$ cat config.mk
export PLATFORM = sky130hd
export DESIGN_NAME = interval_set_table
export DESIGN_NICKNAME = d
export VERILOG_FILES = /design/src/rtl/ist_pkg.sv /design/src/rtl/ist_ctrl.sv /design/src/rtl/ist_dp.sv /design/src/rtl/interval_set_table.sv
export SDC_FILE = /design/constraint.sdc
export NUM_CORES = 2
export LEC_CHECK = 0
export BUFFER_PORTS_ARGS = -buffer_cell sky130_fd_sc_hd__clkbuf_2
export CAP_MARGIN = 20
export CORE_ASPECT_RATIO = 1.2
export CORE_MARGIN = 4
export CORE_UTILIZATION = 45
export DETAILED_ROUTE_END_ITERATION = 6
export PLACE_DENSITY = 0.57
export SLEW_MARGIN = 30
export SYNTH_ARGS = -nofsm -noshare
export SYNTH_HDL_FRONTEND = slang
export SYNTH_SLANG_ARGS = --single-unit
$ cat constraint.sdc
create_clock -name clock -period 20.1 [get_ports clock]
set_input_delay 1.005 -clock clock [delete_from_list [all_inputs] [get_ports clock]]
set_output_delay 1.005 -clock clock [all_outputs]
set_load 0.05 [all_outputs]
$ cat src/rtl/ist_pkg.sv
// ist_pkg: shared types and constants for the interval set table
// no dependencies
package ist_pkg;

   localparam logic [1:0] OP_ADD    = 2'd0;
   localparam logic [1:0] OP_REMOVE = 2'd1;
   localparam logic [1:0] OP_QUERY  = 2'd2;

   localparam logic [1:0] ST_OK    = 2'd0;
   localparam logic [1:0] ST_FULL  = 2'd1;
   localparam logic [1:0] ST_EMPTY = 2'd2;

   // controller to datapath
   typedef struct packed {
      logic load;       // capture request
      logic clr_scan;   // reset scan index; with load, also the scan accumulators
      logic scan_step;  // evaluate one entry, advance index
      logic commit_add;
      logic rm_step;    // rewrite one entry for remove, advance index
      logic rm_split;   // write the split-off piece
      logic set_rsp;    // latch result
   } ctrl_type;

   // datapath to controller
   typedef struct packed {
      logic       last;     // scan index at final entry
      logic       is_empty; // lo >= hi
      logic [1:0] op;
      logic       add_full;
      logic       rm_full;
      logic       need_split;
   } stat_type;

endpackage

$ cat src/rtl/ist_ctrl.sv
// ist_ctrl: sequencer for the interval set table
// depends on ist_pkg
module ist_ctrl import ist_pkg::*; (
   input  logic     clock,
   input  logic     reset,
   input  logic     req_valid,
   output logic     req_ready,
   output logic     rsp_valid,
   input  logic     rsp_ready,
   input  stat_type stat,
   output ctrl_type ctrl
);
   typedef enum logic [5:0] {
      S_IDLE  = 6'b000001,
      S_SCAN  = 6'b000010,
      S_DEC   = 6'b000100,
      S_RM    = 6'b001000,
      S_SPLIT = 6'b010000,
      S_RSP   = 6'b100000
   } state_type;

   state_type state_ff, state_in;

   assign req_ready = (state_ff == S_IDLE);
   assign rsp_valid = (state_ff == S_RSP);

   always_comb begin
      state_in = state_ff;
      ctrl = '0;
      unique case (state_ff)
         S_IDLE: begin
            if (req_valid) begin
               ctrl.load = 1'b1;
               ctrl.clr_scan = 1'b1;
               state_in = S_SCAN;
            end
         end
         S_SCAN: begin
            if ((stat.op == OP_ADD || stat.op == OP_REMOVE) && stat.is_empty) begin
               ctrl.set_rsp = 1'b1;
               state_in = S_RSP;
            end else if (stat.op == OP_ADD || stat.op == OP_REMOVE || stat.op == OP_QUERY) begin
               ctrl.scan_step = 1'b1;
               if (stat.last) state_in = S_DEC;
            end else begin
               ctrl.set_rsp = 1'b1;
               state_in = S_RSP;
            end
         end
         S_DEC: begin
            priority if (stat.op == OP_ADD) begin
               if (!stat.add_full) ctrl.commit_add = 1'b1;
               ctrl.set_rsp = 1'b1;
               state_in = S_RSP;
            end else if (stat.op == OP_REMOVE && !stat.rm_full) begin
               ctrl.clr_scan = 1'b1;
               state_in = S_RM;
            end else begin
               ctrl.set_rsp = 1'b1;
               state_in = S_RSP;
            end
         end
         S_RM: begin
            ctrl.rm_step = 1'b1;
            if (stat.last) state_in = stat.need_split ? S_SPLIT : S_RSP;
            if (stat.last && !stat.need_split) ctrl.set_rsp = 1'b1;
         end
         S_SPLIT: begin
            ctrl.rm_split = 1'b1;
            ctrl.set_rsp = 1'b1;
            state_in = S_RSP;
         end
         S_RSP: begin
            if (rsp_ready) state_in = S_IDLE;
         end
         default: state_in = S_IDLE;
      endcase
   end

   always_ff @(posedge clock) begin
      if (reset) state_ff <= S_IDLE;
      else state_ff <= state_in;
   end
endmodule

$ cat src/rtl/ist_dp.sv
// ist_dp: entry table and scan datapath, one entry per cycle
// depends on ist_pkg
module ist_dp import ist_pkg::*; #(
   parameter int MAX_RANGES = 16,
   parameter int COORD_BITS = 32
) (
   input  logic        clock,
   input  logic        reset,
   input  logic [1:0]  req_opcode,
   input  logic [31:0] req_span_low,
   input  logic [31:0] req_span_high,
   input  ctrl_type    ctrl,
   output stat_type    stat,
   output logic        rsp_covered,
   output logic [1:0]  rsp_status
);
   localparam int IW = (MAX_RANGES > 1) ? $clog2(MAX_RANGES) : 1;
   localparam int RW = (COORD_BITS < 32) ? COORD_BITS : 32;

   logic [COORD_BITS-1:0] start_ff [MAX_RANGES];
   logic [COORD_BITS-1:0] end_ff [MAX_RANGES];
   logic [MAX_RANGES-1:0] valid_ff;

   logic [1:0] op_ff;
   logic [COORD_BITS-1:0] lo_ff, hi_ff, nlo_ff, nhi_ff, ny_ff;
   logic [IW-1:0] idx_ff;
   logic hits_ff, free_ff, cov_ff, split_ff;
   logic [IW-1:0] slot_ff;
   logic [MAX_RANGES-1:0] merge_ff;
   logic covered_ff;
   logic [1:0] status_ff;

   logic [COORD_BITS-1:0] x, y, lo_in, hi_in;
   logic v, touch, overlap, strict;

   always_comb begin
      lo_in = '0;
      hi_in = '0;
      lo_in[RW-1:0] = req_span_low[RW-1:0];
      hi_in[RW-1:0] = req_span_high[RW-1:0];
   end

   assign x = start_ff[idx_ff];
   assign y = end_ff[idx_ff];
   assign v = valid_ff[idx_ff];
   assign touch = v && !(hi_ff < x || lo_ff > y);
   assign overlap = v && !(hi_ff <= x || lo_ff >= y);
   assign strict = v && x < lo_ff && hi_ff < y;

   assign stat.last = (idx_ff == IW'(MAX_RANGES - 1));
   assign stat.is_empty = (lo_ff >= hi_ff);
   assign stat.op = op_ff;
   // with merges the first merged slot frees up after invalidation
   assign stat.add_full = !hits_ff && !free_ff;
   assign stat.rm_full = split_ff && !free_ff;
   assign stat.need_split = split_ff;

   assign rsp_covered = covered_ff;
   assign rsp_status = status_ff;

   always_ff @(posedge clock) begin
      if (ctrl.load) begin
         op_ff <= req_opcode;
         lo_ff <= lo_in;
         hi_ff <= hi_in;
      end
      if (ctrl.clr_scan) begin
         idx_ff <= '0;
         if (ctrl.load) begin
            nlo_ff <= lo_in;
            nhi_ff <= hi_in;
            hits_ff <= 1'b0;
            free_ff <= 1'b0;
            cov_ff <= 1'b0;
            split_ff <= 1'b0;
            merge_ff <= '0;
         end
      end else if (ctrl.scan_step) begin
         idx_ff <= idx_ff + 1'b1;
         if (!v && !free_ff) begin
            free_ff <= 1'b1;
            slot_ff <= idx_ff;
         end
         // merged entries count as free only for add
         if (touch && op_ff == OP_ADD) begin
            if (!free_ff) begin
               slot_ff <= idx_ff;
               free_ff <= 1'b1;
            end
            hits_ff <= 1'b1;
            merge_ff[idx_ff] <= 1'b1;
            if (x < nlo_ff) nlo_ff <= x;
            if (y > nhi_ff) nhi_ff <= y;
         end
         if (v && x <= lo_ff && y >= hi_ff) cov_ff <= 1'b1;
         if (strict && !split_ff) begin
            split_ff <= 1'b1;
            ny_ff <= y;
         end
      end else if (ctrl.rm_step) begin
         idx_ff <= idx_ff + 1'b1;
      end
      if (ctrl.set_rsp) begin
         covered_ff <= (op_ff == OP_QUERY) && cov_ff && ctrl.set_rsp && !ctrl.load;
         priority if ((op_ff == OP_ADD || op_ff == OP_REMOVE) && lo_ff >= hi_ff)
            status_ff <= ST_EMPTY;
         else if (op_ff == OP_ADD && !hits_ff && !free_ff)
            status_ff <= ST_FULL;
         else if (op_ff == OP_REMOVE && split_ff && !free_ff)
            status_ff <= ST_FULL;
         else
            status_ff <= ST_OK;
      end
      if (ctrl.commit_add) begin
         start_ff[slot_ff] <= nlo_ff;
         end_ff[slot_ff] <= nhi_ff;
      end
      if (ctrl.rm_step && overlap) begin
         if (strict || x < lo_ff) end_ff[idx_ff] <= lo_ff;
         else if (!(lo_ff <= x && y <= hi_ff)) start_ff[idx_ff] <= hi_ff;
      end
      if (ctrl.rm_split) begin
         start_ff[slot_ff] <= hi_ff;
         end_ff[slot_ff] <= ny_ff;
      end
   end

   // slot_ff is the lowest free index after merged entries are dropped
   always_ff @(posedge clock) begin
      if (reset) valid_ff <= '0;
      else begin
         if (ctrl.commit_add) valid_ff <= (valid_ff & ~merge_ff) | (MAX_RANGES'(1) << slot_ff);
         if (ctrl.rm_step && overlap && lo_ff <= x && y <= hi_ff) valid_ff[idx_ff] <= 1'b0;
         if (ctrl.rm_split) valid_ff[slot_ff] <= 1'b1;
      end
   end
endmodule

$ cat src/rtl/interval_set_table.sv
// interval_set_table: bounded table of disjoint half-open intervals
// one request at a time; rate set by the one-entry-per-cycle scan over the table and by response back-pressure
// reset clears the valid map at once; no clearing pass
// depends on ist_pkg, ist_ctrl, ist_dp
module interval_set_table import ist_pkg::*; #(
   parameter int MAX_RANGES = 16,
   parameter int COORD_BITS = 32
) (
   input  logic        clock,
   input  logic        reset,
   input  logic        req_valid,
   output logic        req_ready,
   input  logic [1:0]  req_opcode,
   input  logic [31:0] req_span_low,
   input  logic [31:0] req_span_high,
   output logic        rsp_valid,
   input  logic        rsp_ready,
   output logic        rsp_covered,
   output logic [1:0]  rsp_status
);
   ctrl_type ctrl;
   stat_type stat;

   ist_ctrl u_ctrl (
      .clock, .reset, .req_valid, .req_ready, .rsp_valid, .rsp_ready,
      .stat, .ctrl
   );

   ist_dp #(.MAX_RANGES(MAX_RANGES), .COORD_BITS(COORD_BITS)) u_dp (
      .clock, .reset, .req_opcode, .req_span_low, .req_span_high,
      .ctrl, .stat, .rsp_covered, .rsp_status
   );
endmodule

# --- Word level (Yosys, flattened, before mapping) ---
# Memory sizes are Yosys's and may differ from the RTL's. A register that Yosys moved wholly into a read port is not among the register bits.
# Index checks and enable logic that the tools add are counted.
totals:
  latchBits: 0
  mem_bits_rw: 1024
  output_inout_bits: 5
  elab_cells: 220
  register_bits: 215
  rom_bits: 0
  n_memories: 2
  input_bits: 70
memory_table:
  columns: ["name", "depth", "width", "rd", "rd_clocked_by_memory_dff", "write_ports", "line", "source"]
  rows:
  - ["u_dp.end_ff", 16, 32, 1, 1, 1, "ist_dp.sv:21", "logic [COORD_BITS-1:0] end_ff [MAX_RANGES];"]
  - ["u_dp.start_ff", 16, 32, 1, 1, 1, "ist_dp.sv:20", "logic [COORD_BITS-1:0] start_ff [MAX_RANGES];"]
op_classes:
  n_reduce_logical: 59
  shifts: 1
  n_div: 0
  n_eq_ne: 14
  n_lt_le_gt_ge: 17
  n_mux: 99
  n_bitwise: 10
  n_mul: 0
  add_sub_neg: 1
ops:
  columns: ["cell", "n"]
  rows:
  - ["2-to-1 mux 32 bit", 14]
  - ["2-to-1 mux 16 bit", 9]
  - ["<= comparator 32 bit", 4]
  - ["< comparator 32 bit", 4]
  - [">= comparator 32 bit", 3]
  - ["greater-than comparator 32 bit", 2]
  - ["OR reduction 32 bit", 2]
  - ["2-to-1 mux 6 bit", 9]
  - ["2-to-1 mux 1 bit", 48]
  - ["OR 16 bit", 3]
  - ["2-to-1 mux 4 bit", 11]
  - ["one-hot mux 6 bit (6 select lines)", 1]
  - ["AND 16 bit", 2]
  - ["NOT 16 bit", 2]
  - ["logical AND 1 bit", 27]
  - ["<< shifter 1 x 4 -> 16 bit (first input constant)", 1]
  - ["nonzero test 2 bit", 7]
  - ["AND reduction 3 bit", 4]
  - ["AND reduction 4 bit", 3]
  - ["< comparator 4 x 5 -> 1 bit (second input constant)", 2]
  - ["demux 1 bit (select 4 bit)", 2]
  - [">= comparator 4 x 1 -> 1 bit (second input constant)", 2]
  - ["zero test 1 bit", 8]
  - ["== test 6 x 1 -> 1 bit (second input constant)", 1]
  - ["21 further kinds", 30]

# --- Depth between registers and ports, before layout ---
logic_depth:
  ltp_word: 12
  ltp_mapped: 16
  ltp_nobuf: 13

# --- Modules after synthesis ---
# From an unflattened synthesis, not the netlist that was laid out.
hier_totals:
  cells_unflattened: 4261
  area_unflattened_um2: 66189.7
by_module_without_submodules:
  columns: ["mod", "area_each_um2", "cells_per_inst", "seq_area_each_um2", "n_inst"]
  rows:
  - ["ist_dp", 65769.3, 4212, 36905.4, 1]
  - ["ist_ctrl", 420.4, 49, 120.1, 1]

# --- Least setup slack after synthesis ---
# No wires, ideal clock.
synth_timing:
  path_type: "reg2reg"
  from: "register (tool-made name)"
  to: "memory u_dp.end_ff[2][0] (enable)"
  required_time_ns: 19.628
  path_buffers: 3
  stages_incl_launch_ff: 14
  synth_period_minus_slack_ns: 7.055
  path_slack_ns: 13.045
  arrival_time_ns: 6.583
  path_cell_list: "dfxtp_1 > clkbuf_1 > buf_1 > mux4_2 > mux4_2 > ha_1 > a21o_1 > a21o_1 > a221oi_1 > o21ai_0 > a211oi_1 > nand3_2 > buf_2 > o32ai_1"
synth_rtl:
  columns: ["element", "line"]
  rows:
  - ["to (decl)", "ist_dp.sv:21"]

==> out/metrics.cfg <==
[setup_path]
reg2reg_slack_ns = 12.23
cp_max_fo = 85
crit_path_end_kind = flop
worst_path_max_delay_cell = mux2i_2
r2r_cells = 14
crit_top_cell = nand4_1
critPathLaunchType = flop
crit_chain = buf_12, buf_4, mux4_2, mux4_2, inv_1, ha_1, nand4_1, nor4_1, nand4_1, nand4_1, o31a_1, nand4bb_1, nand2_4, mux2i_2
cp.buffers_inverters = 3
critPathTopFamily = simple AND/OR/NAND/NOR gates
max_stage_delay_ns = 0.84
reg2reg_to = u_dp.start_ff[1][26]
crit_arrival_ns = 8.29
worst_ep_required_time_ns = 20.52
critical_path_class = flop to flop
crit_cells = 14
crit_path_end = u_dp.start_ff[1][26]

[routing]
vias = 29400
viasPerCell = 6.10
wl_um = 145000
wl_per_cell_um = 30.2
drc = 0
dr.pass1.iters = 6
ant_nets = 0
drtIter0Drc = 2946

[logic_synthesis]
syn_nets = 3342
ys_types = 64
synth_area_mm2 = 0.0538
synth_seq_cells = 1243
synth-edff-count = 1213
ys_warn_count = 0
synth_flop_cell = edfxtp_1
ys_seq_area_share_pct = 68.8
ys_async_sr_fraction_pct = 0
synthCells = 3045
avgSynthCellArea_um2 = 17.7

[floorplanning]
coreArea_mm2 = 0.118
dieArea_mm2 = 0.125
start_util_pct = 45.5
die_w_um = 324
rows = 138
io_pins = 75
fp.dieH_um = 387

[sta]
finalCritPeriodShare_pct = 39.1
setup_ws_ns = 12.23
fmax_mhz = 127
maxSlewViolCount = 0
tns_ns = 0
hold_viol_final = 0
rsz0062_at_grt = no
slew_headroom_pct = 30.4
fin_skew_ns = 0.0367
min_period_ns = 7.87
setup_viol_count_final = 0
worstMarginPinSlew_ns = 1.04

[clock_tree]
post_cts_buffers = 0
ctsHoldBuffers = 0
cts_resized = 0
clock_path_buffers = 3
clk_latency_ns = 0.75
h-tree-depth = 3
cts_made_buffers = 121
clock_sinks = 1243
cts_root_buffer = clkbuf_16
tritoncts = done
path_clk_slew_ns = 0.06

[power]
p_int_uw = 4900
pwr-share-comb_pct = 18.8
power.switching_uw = 1840
clkPwrFrac_pct = 34.2
pwr-share-seq_pct = 47.0
vdd_drop_max_v = 0.0000789
switching_share_pct = 27.2
p_per_area_mw_per_mm2 = 111
p_leak_uw = 0.0203

[grt]
grt_util_all_layers_pct = 23.2
grt_max_degree = 105
grt-ovfl-total = 0
grt_first_pass_wirelength_um = 209000
grt_pass1_vias = 30300
grt_antenna_before_repair = 0

[placed_design]
dp.cells = 4581
dp_slack_ns = 11.99
globalplace.congestion = 0.903
io_buffers = 74
dp_hpwl_um = 88800

[final_layout]
final_nets = 3461
final_cells = 4812
drive_gt1_share_pct = 22.8
syn_to_final_growth_pct = 12.8
fillers = 9466
diodes = 0

[job]
maxCapViolCount = 0

[run_status]
outcome = completed

[hold_path]
min_path_type = input port to flop

## metal layers
layer	track usage, %	wire (um)	vias up
met5	0	0	-
met4	9.83	6580	0
met3	3.14	8600	274
met2	37.9	70800	1093
met1	31.4	59100	15500
li1	-	-	12500
## kinds of logic after synthesis
logic type	synth area share, %
adders and majority gates	5.27
DFF	68.8
AOI/OAI and AO/OA	4.78
buffers and inverters	2.39
and+or+nand+nor	3.95
xor gates and xnor gates	0.0488
muxes	14.8
## power groups by stage
stage | combinational (uW) | clock [uW] | sequential [uW]
2_1_floorplan | 896 | 0 | 3160
3_3_place_gp | 1200 | 0 | 3230
3_5_place_dp | 1260 | 0 | 3220
4_1_cts | 1260 | 2350 | 3170
5_1_grt | 1400 | 2460 | 3170
6_report | 1270 | 2310 | 3170
## registers in the layout, indices dropped and copies added (netlist names), 2 cells and up, named ones only
| name | count |
|---|---|
| u_dp.idx_ff | 4 |
| u_dp.hi_ff | 32 |
| u_dp.valid_ff | 16 |
| u_dp.lo_ff | 32 |
| u_dp.nlo_ff | 32 |
| u_dp.merge_ff | 16 |
| u_dp.ny_ff | 32 |
| u_dp.rsp_status | 2 |
| u_dp.end_ff | 512 |
| u_ctrl.state_ff | 6 |
| u_dp.nhi_ff | 32 |
| u_dp.start_ff | 512 |
| u_dp.op_ff | 2 |
## Yosys cell counts, types with 33 or more instances
library cell  number  area [um2]
a21o_1            35         263
a21oi_1          114         571
clkbuf_1          85         319
edfxtp_1        1213       36400
ha_1             227        2840
inv_1            201         754
mux2i_1           68         681
mux4_2           323        7270
nand2_1          155         582
nand4_1           60         375
nor2_1           109         409
o21a_1            33         248
o21ai_0          122         611
## metrics by stage
step	util [%]	power, uW	hold WS, ns	cell area, um2
4_1_cts	51.1	6770	0.391	60500
2_1_floorplan	-	4060	0.509	53800
3_3_place_gp	47.7	4430	0.530	56500
3_5_place_dp	47.7	4470	0.549	56500
5_1_grt	51.3	7030	0.418	60700
6_report	51.3	6740	0.445	60700
## cell usage in the layout (no fill, tap or decap), types with 10 or more instances in the layout
master	synthesis	routed
edfxtp_1	1213	1213
buf_4	0	46
o32ai_4	0	18
a211oi_1	12	12
ha_1	227	227
mux2i_2	0	31
bufinv_16	0	16
nand4_1	60	60
nand2_1	155	154
o21a_1	33	22
a21oi_2	0	32
a21oi_1	114	82
clkbuf_2	0	74
nand3_1	18	18
mux2i_1	68	37
clkbuf_1	85	23
nand2b_1	14	14
o211ai_1	10	10
nor4_1	12	12
nor3_1	14	13
clkinv_2	0	27
mux4_2	323	323
a22oi_1	16	16
clkbuf_16	0	122
nor2_1	109	109
dfxtp_1	30	26
clkinv_1	0	27
inv_1	201	200
nor2b_1	17	17
a21o_1	35	35
o21ai_0	122	122
## cell type report
type	instances	area [um2]	area share (%)
Inverter	201	754	1.24
Clock buffer	146	3150	5.19
Clock inverter	85	863	1.42
Multi-Input combinational cell	1474	16200	26.7
Timing Repair Buffer	123	776	1.28
Sequential cell	1243	37000	61.0
Tap cell	1540	1930	3.17
## how the worst min path moves through the flow
stage,start,endpoint,slack (ns),cells after the start
floorplan,u_ctrl.state_ff[1],u_ctrl.state_ff[1],0.51,2
global placement,u_ctrl.state_ff[1],u_ctrl.state_ff[1],0.53,2
detailed placement,u_ctrl.state_ff[1],u_ctrl.state_ff[1],0.55,2
CTS,req_opcode[0],u_dp.op_ff[0],0.39,1
global route,req_opcode[0],u_dp.op_ff[0],0.42,1
finish,req_opcode[0],u_dp.op_ff[0],0.45,1
(Power assumes the default switching activity.)
